$ cat config.mk
export PLATFORM = sky130hd
export DESIGN_NAME = cpsj_front
export DESIGN_NICKNAME = d
export VERILOG_FILES = /design/src/sv/complex_polar_split_join_assert.svh /design/src/sv/cpsj_pkg.sv /design/src/sv/cpsj_front.sv
export SDC_FILE = /design/constraint.sdc
export NUM_CORES = 2
export LEC_CHECK = 0
export BUFFER_PORTS_ARGS = -buffer_cell sky130_fd_sc_hd__buf_2
export CORE_UTILIZATION = 60
export DETAILED_ROUTE_END_ITERATION = 16
export GPL_TIMING_DRIVEN = 0
export PLACE_DENSITY_LB_ADDON = 0.08
export SLEW_MARGIN = 15
export SYNTH_ARGS = -nofsm -noshare
export SYNTH_HDL_FRONTEND = slang
export SYNTH_SLANG_ARGS = --single-unit
export TNS_END_PERCENT = 50
$ cat constraint.sdc
create_clock -name i_clk -period 8.6 [get_ports i_clk]
set_input_delay 0.43 -clock i_clk [delete_from_list [all_inputs] [get_ports i_clk]]
set_output_delay 0.43 -clock i_clk [all_outputs]
set_load 0.005 [all_outputs]
$ cat src/sv/complex_polar_split_join_assert.svh
// Assertion macros for the complex polar split/join RTL.
`ifndef COMPLEX_POLAR_SPLIT_JOIN_ASSERT_SVH
`define COMPLEX_POLAR_SPLIT_JOIN_ASSERT_SVH
`ifndef SYNTHESIS
`define CPSJ_ASSERT_IMP(lbl, clk, rst_n, ante, cons) \
    lbl: assert property (@(posedge clk) disable iff (!rst_n) (ante) |-> (cons)) \
        else $error("cpsj assertion failed");
`define CPSJ_ASSERT_NXT(lbl, clk, rst_n, ante, cons) \
    lbl: assert property (@(posedge clk) disable iff (!rst_n) (ante) |=> (cons)) \
        else $error("cpsj assertion failed");
`else
`define CPSJ_ASSERT_IMP(lbl, clk, rst_n, ante, cons)
`define CPSJ_ASSERT_NXT(lbl, clk, rst_n, ante, cons)
`endif
`endif

$ cat src/sv/cpsj_pkg.sv
// Shared types and constants of the complex polar split/join block.
`default_nettype none
package cpsj_pkg;
    localparam int unsigned RootBits = 16;
    localparam int unsigned QuotBits = 15;

    typedef enum logic {
        MODE_SPLIT = 1'b0,
        MODE_JOIN  = 1'b1
    } t_mode;

    typedef struct packed {
        t_mode              mode;
        logic signed [15:0] re;
        logic signed [15:0] im;
        logic [15:0]        ure;
        logic [15:0]        uim;
        logic [15:0]        jre;
        logic [15:0]        jim;
        logic [31:0]        pre;
        logic [31:0]        pim;
        logic [31:0]        sq;
        logic [15:0]        root;
        logic [15:0]        mag;
        logic [31:0]        nre;
        logic [31:0]        nim;
        logic [14:0]        qre;
        logic [14:0]        qim;
        logic               ovre;
        logic               ovim;
    } t_stage;

    localparam logic signed [15:0] SatPos = 16'sh7FFF;
    localparam logic signed [15:0] SatNeg = 16'sh8000;
endpackage
`default_nettype wire

$ cat src/sv/cpsj_front.sv
// Front stages: squares and join-mode products, then the sum and rounded join result.
`default_nettype none
module cpsj_front
    import cpsj_pkg::*;
(
    input  wire logic   i_clk,
    input  wire logic   i_rst_n,
    input  wire logic   i_en,
    input  wire logic   i_vld,
    input  wire t_stage i_data,
    output logic        o_vld,
    output t_stage      o_data
);
    logic   r_va, r_vb;
    t_stage r_a, r_b;
    t_stage n_a, n_b;

    function automatic logic [15:0] join_sat(input logic neg, input logic [31:0] p);
        logic [31:0] q;
        logic [15:0] res;
        q = (p + 32'd16384) >> 15;
        if (neg) begin
            res = (q >= 32'd32768) ? SatNeg : 16'(-q);
        end else begin
            res = (q >= 32'd32767) ? SatPos : q[15:0];
        end
        return res;
    endfunction

    always_comb begin
        n_a     = i_data;
        n_a.ure = i_data.re[15] ? 16'(-i_data.re) : i_data.re;
        n_a.uim = i_data.im[15] ? 16'(-i_data.im) : i_data.im;
        n_a.nre = 32'(n_a.ure) * 32'(n_a.ure);
        n_a.nim = 32'(n_a.uim) * 32'(n_a.uim);
        n_a.pre = 32'(n_a.ure) * 32'(i_data.mag);
        n_a.pim = 32'(n_a.uim) * 32'(i_data.mag);
    end

    always_comb begin
        n_b     = r_a;
        n_b.sq  = r_a.nre + r_a.nim;
        n_b.jre = join_sat(r_a.re[15], r_a.pre);
        n_b.jim = join_sat(r_a.im[15], r_a.pim);
    end

    always_ff @(posedge i_clk) begin
        if (!i_rst_n) begin
            r_va <= 1'b0;
            r_vb <= 1'b0;
        end else if (i_en) begin
            r_va <= i_vld;
            r_vb <= r_va;
        end
        if (i_en) begin
            r_a <= n_a;
            r_b <= n_b;
        end
    end

    assign o_vld  = r_vb;
    assign o_data = r_b;
endmodule
`default_nettype wire

# After elaboration in Yosys (flattened, before gate mapping)
# Index checks and enable logic that the tools add are counted.
[op_classes] multipliers=4 addsub=7 n_mux=8 n_lt_le_gt_ge=4
[ops] op="$mul 16x16->32" count=4
[ops] op="$mux 16" count=8
[ops] op="$add 32x15->32 const B" count=2
[ops] op="$neg 16->16" count=4
[ops] op="$ge 17x15->1 const B" count=2
[ops] op="$ge 17x16->1 const B" count=2
[ops] op="$add 32x32->32" count=1
[totals] in_bits=325 register_bits=580 wordCells=58 out_inout_bits=322

# Longest topological paths before layout
[depth] ltp_word=4 mapped_depth=32 ltp_nobuf=30

# Least setup slack after synthesis
# Ideal clock, no wire load.
[synth_timing] kind="input-to-reg" start="in i_data[294] (netlist bit)" end="reg r_a (netlist bit n_b[189]), data pin" n_path_buf=1 t_arrival_ns=7.617 stages=28 required_ns=8.342 setup_slack_ns=0.725 setup_time_ns=0.258 path_cell_list="or4_4 > or3_4 > or3_4 > nand2_1 > xor2_2 > inv_2 > clkbuf_1 > and2_1 > fa_1 > inv_1 > fa_1 > inv_1 > fa_1 > fa_1 > fa_1 > inv_1 > fa_1 > inv_1 > ha_1 > and3_1 > and3_1 > a22oi_1 > a311oi_1 > a21o_1 > a211o_1 > a221o_1 > a21oi_1 > xnor2_1"
[synth_rtl] item="start, declared" line="cpsj_front.sv:10" text="input wire t_stage i_data,"
[synth_rtl] item="end signal, assigned" line="cpsj_front.sv:56" text="r_a <= n_a;"
[synth_rtl] item="end, declared" line="cpsj_front.sv:15" text="t_stage r_a, r_b;"

==> metrics.txt <==
# TYPE chip_impl_metric gauge
chip_impl_metric{name="final_min_period_over_clock_period",unit=""} 0.978
chip_impl_metric{name="crit_fanout",unit=""} 11
chip_impl_metric{name="drc",unit=""} 0
chip_impl_metric{name="arrival",unit="ns"} 8.81
chip_impl_metric{name="clkSlewWorstSetupHoldPaths",unit="ns"} 0.06
chip_impl_metric{name="timing.slew.headroom",unit=""} 0.303
chip_impl_metric{name="clkSinkCount",unit=""} 568
chip_impl_info{name="endpoint_kind",value="flip-flop"} 1
chip_impl_metric{name="area_delta_synth_final",unit="%"} 12.8
chip_impl_metric{name="final_nets",unit=""} 6727
chip_impl_info{name="hp-class",value="input pin to flip-flop"} 1
chip_impl_metric{name="post_synth_instance_area",unit="um2"} 51500
chip_impl_metric{name="place.detailed.hpwl",unit="um"} 100000
chip_impl_metric{name="worstMarginPinSlew",unit="ns"} 1.04
chip_impl_metric{name="grt-ovfl-total",unit=""} 0
chip_impl_metric{name="antenna_found_initial",unit=""} 4
chip_impl_metric{name="drt.antenna.violating_nets",unit=""} 0
chip_impl_metric{name="min_path_cells",unit=""} 1
chip_impl_metric{name="max-clock-path-buffers",unit=""} 3
chip_impl_metric{name="die_height",unit="um"} 295
chip_impl_metric{name="grt_max_degree",unit=""} 112
chip_impl_metric{name="die-area",unit="um2"} 87000
chip_impl_info{name="timing.setup.critical_path_class",value="input pin to flip-flop"} 1
chip_impl_metric{name="floorplan.io_pins",unit=""} 647
chip_impl_metric{name="slew_viol_final",unit=""} 0
chip_impl_metric{name="synthesis.instances",unit=""} 4666
chip_impl_info{name="hold_start",value="i_data[302]"} 1
chip_impl_metric{name="ys_warn_count",unit=""} 0
chip_impl_metric{name="final_period_minus_worst_setup_slack",unit="ns"} 8.41
chip_impl_metric{name="detail_route.first_pass.iterations",unit=""} 5
chip_impl_info{name="reg2reg_from",value="n_b[35]"} 1
chip_impl_info{name="tritoncts",value="built"} 1
chip_impl_info{name="layout_common_cells",value="sky130_fd_sc_hd__inv_1 (947), sky130_fd_sc_hd__fa_1 (714), sky130_fd_sc_hd__edfxtp_1 (566)"} 1
chip_impl_metric{name="fmax",unit="GHz"} 0.119
chip_impl_metric{name="grt_first_pass_wirelength",unit="um"} 198000
chip_impl_metric{name="route.vias.total",unit=""} 35000
chip_impl_metric{name="core_area",unit="um2"} 85000
chip_impl_metric{name="r2r_slack",unit="ns"} 5.14
chip_impl_metric{name="drtIter0Drc",unit=""} 2497
chip_impl_metric{name="synth-async-reset-ratio",unit=""} 0
chip_impl_info{name="layout.cells.most_common",value="sky130_fd_sc_hd__inv_1"} 1
chip_impl_metric{name="floorplan.rows",unit=""} 107
chip_impl_metric{name="synth_cell_types",unit=""} 85
chip_impl_metric{name="drive_above_1_share",unit=""} 0.116
chip_impl_metric{name="number_of_global_route_vias_before_repair",unit=""} 35500
chip_impl_metric{name="wl_per_cell",unit="um"} 19.6
chip_impl_metric{name="setup-violations-final",unit=""} 0
chip_impl_info{name="crit-reg2reg-capture",value="o_data[156]"} 1
chip_impl_metric{name="htree_num_levels",unit=""} 2
chip_impl_metric{name="clk_latency",unit="ns"} 0.66
chip_impl_metric{name="finalClockSkew",unit="ns"} 0.0178
chip_impl_info{name="grt_setup_unrepaired",value="yes"} 1
chip_impl_metric{name="cp.required",unit="ns"} 9.00
chip_impl_info{name="outcome",value="finished clean"} 1
chip_impl_metric{name="grt.total_usage",unit=""} 0.299
chip_impl_info{name="hold-path-endpoint",value="n_b[302]"} 1
chip_impl_metric{name="numCtsBuffers",unit=""} 59
chip_impl_info{name="clockRootBuffer",value="sky130_fd_sc_hd__clkbuf_16"} 1
chip_impl_metric{name="final_cell_count_no_fill",unit=""} 6441
chip_impl_metric{name="syn_avg_cell_area",unit="um2"} 11.0
chip_impl_metric{name="route.final.wire_length",unit="um"} 126000
chip_impl_metric{name="die_w",unit="um"} 295
chip_impl_metric{name="io_buffer_count",unit=""} 420
chip_impl_metric{name="start_util",unit=""} 0.605
chip_impl_metric{name="number_of_maximum_capacitance_constraint_violations",unit=""} 0
chip_impl_info{name="synth-main-ff-cell",value="sky130_fd_sc_hd__edfxtp_1"} 1
chip_impl_metric{name="r2r.worst_path.cells",unit=""} 10
chip_impl_metric{name="layout_filler_cell_count",unit=""} 6523
chip_impl_info{name="worstSetupStartpointType",value="input pin"} 1
chip_impl_metric{name="finalHoldViolations",unit=""} 0
chip_impl_metric{name="synth-seq-cells",unit=""} 568
chip_impl_metric{name="place_area",unit="um2"} 55200
chip_impl_metric{name="finish.utilization",unit=""} 0.683
chip_impl_metric{name="globalplace.congestion",unit=""} 0.942
chip_impl_metric{name="average_via_count_per_standard_cell",unit=""} 5.44
chip_impl_metric{name="synth-edff-count",unit=""} 566
chip_impl_metric{name="final_design_area_no_fill",unit="um2"} 58000
chip_impl_metric{name="synth_seq_area_share",unit=""} 0.331
chip_impl_metric{name="number_of_cells_in_the_design_after_placement",unit=""} 6257
[per-layer routing]
layer	vias up	GRT usage	part of all wire
met5	-	0	0.00010
met4	2	0.0973	0.036
met3	276	0.0621	0.088
met2	1405	0.475	0.46
met1	17300	0.413	0.41
li1	16000	-	-
[cell usage after synthesis (12+ instances only)]
library cell / n / area [um2]
sky130_fd_sc_hd__nand2_1: 473 / 1780
sky130_fd_sc_hd__xor2_1: 78 / 683
sky130_fd_sc_hd__nor2b_1: 35 / 219
sky130_fd_sc_hd__o21a_1: 16 / 120
sky130_fd_sc_hd__a21oi_1: 133 / 666
sky130_fd_sc_hd__nand3_1: 56 / 280
sky130_fd_sc_hd__clkbuf_1: 132 / 495
sky130_fd_sc_hd__a31oi_1: 12 / 75.1
sky130_fd_sc_hd__and2_1: 256 / 1600
sky130_fd_sc_hd__nor2_1: 199 / 747
sky130_fd_sc_hd__xnor2_1: 124 / 1090
sky130_fd_sc_hd__a21o_1: 66 / 495
sky130_fd_sc_hd__o21ai_0: 89 / 445
sky130_fd_sc_hd__nand4_1: 22 / 138
sky130_fd_sc_hd__nor3_1: 37 / 185
sky130_fd_sc_hd__edfxtp_1: 566 / 17000
sky130_fd_sc_hd__nand2b_1: 22 / 138
sky130_fd_sc_hd__a211oi_1: 15 / 113
sky130_fd_sc_hd__fa_1: 714 / 14300
sky130_fd_sc_hd__ha_1: 439 / 5490
sky130_fd_sc_hd__o21bai_1: 15 / 113
sky130_fd_sc_hd__inv_1: 947 / 3550
sky130_fd_sc_hd__and3_1: 28 / 175
[sequential cells by signal (all words and copies together), names as in the netlist]
| signal | count |
|---|---|
| o_vld | 1 |
| n_b | 251 |
| o_data | 315 |
| r_va | 1 |
[layout make-up]
type	count	area, um2	area share
Antenna cell	3	7.51	0.000129
Buffer	160	687	0.0118
Clock buffer	79	1620	0.0280
Sequential cell	568	17000	0.294
Clock inverter	27	269	0.00463
Multi-Input combinational cell	3003	30400	0.524
Inverter	957	3600	0.0620
Timing Repair Buffer	500	2970	0.0511
Tap cell	1144	1430	0.0247
[critical path: stages]
cell	delay, ns
sky130_fd_sc_hd__buf_2	0.16
sky130_fd_sc_hd__or4_4	0.57
sky130_fd_sc_hd__nor3_2	0.21
sky130_fd_sc_hd__nand3_1	0.12
sky130_fd_sc_hd__and2_1	0.24
sky130_fd_sc_hd__xnor2_4	0.23
sky130_fd_sc_hd__inv_1	0.29
sky130_fd_sc_hd__buf_2	0.44
sky130_fd_sc_hd__nand2_1	0.16
sky130_fd_sc_hd__fa_1	0.55
sky130_fd_sc_hd__fa_1	0.56
sky130_fd_sc_hd__inv_1	0.05
sky130_fd_sc_hd__fa_1	0.49
sky130_fd_sc_hd__inv_1	0.05
sky130_fd_sc_hd__fa_1	0.52
sky130_fd_sc_hd__inv_1	0.05
sky130_fd_sc_hd__fa_1	0.49
sky130_fd_sc_hd__fa_1	0.41
sky130_fd_sc_hd__ha_1	0.37
sky130_fd_sc_hd__and3_1	0.24
sky130_fd_sc_hd__a221o_1	0.33
sky130_fd_sc_hd__a221oi_1	0.34
sky130_fd_sc_hd__nor2b_1	0.14
sky130_fd_sc_hd__a311oi_1	0.38
sky130_fd_sc_hd__o21ai_1	0.19
sky130_fd_sc_hd__o41a_1	0.40
sky130_fd_sc_hd__a221oi_2	0.28
sky130_fd_sc_hd__xnor2_1	0.10
[through the flow]
step	hold slack, ns	setup TNS, ns	setup slack, ns
after floorplan	0.400	0	0.725
after global placement	0.400	-721.44	-1.40
after detailed placement	0.405	-39.93	-1.35
after CTS	0.000815	-0.0387	-0.0307
after global routing	0.0183	-0.0422	-0.0161
final	0.0510	0	0.188
[worst max path at each step]
stage / endpoint / from / cells past startpoint / slack, ns
global placement: o_vld / i_en / 3 / -1.40
detailed placement: n_b[220] / i_data[304] / 29 / -1.35
global route: n_b[220] / i_data[306] / 27 / -0.02
CTS: n_b[220] / i_data[309] / 28 / -0.03
finish: n_b[220] / i_data[309] / 28 / 0.19
floorplan: n_b[189] / i_data[294] / 28 / 0.72
[kinds of logic (layout without fill, tap and decap cells)]
logic type	count (synthesis)	count (layout)	share of synthesized area
buf+inv	1117	1723	0.0824
compound gates	440	440	0.0554
flops	568	568	0.331
mux	7	7	0.00143
xor+xnor	206	206	0.0361
other cells	2	27	0.000146
fa+ha+maj	1153	1153	0.384
simple gates	1173	1173	0.109
[repair_timing]
action	in CTS	in global routing
hold endpoints to repair	63	0
pin swaps	1	5
setup endpoints to repair	28	27
buffers inserted	2	11
hold buffers	62	0
resized for setup	17	74
Power is left out: the tool's default activity adds up to more than one toggle a clock period on the data nets, which glitch-free logic cannot reach.
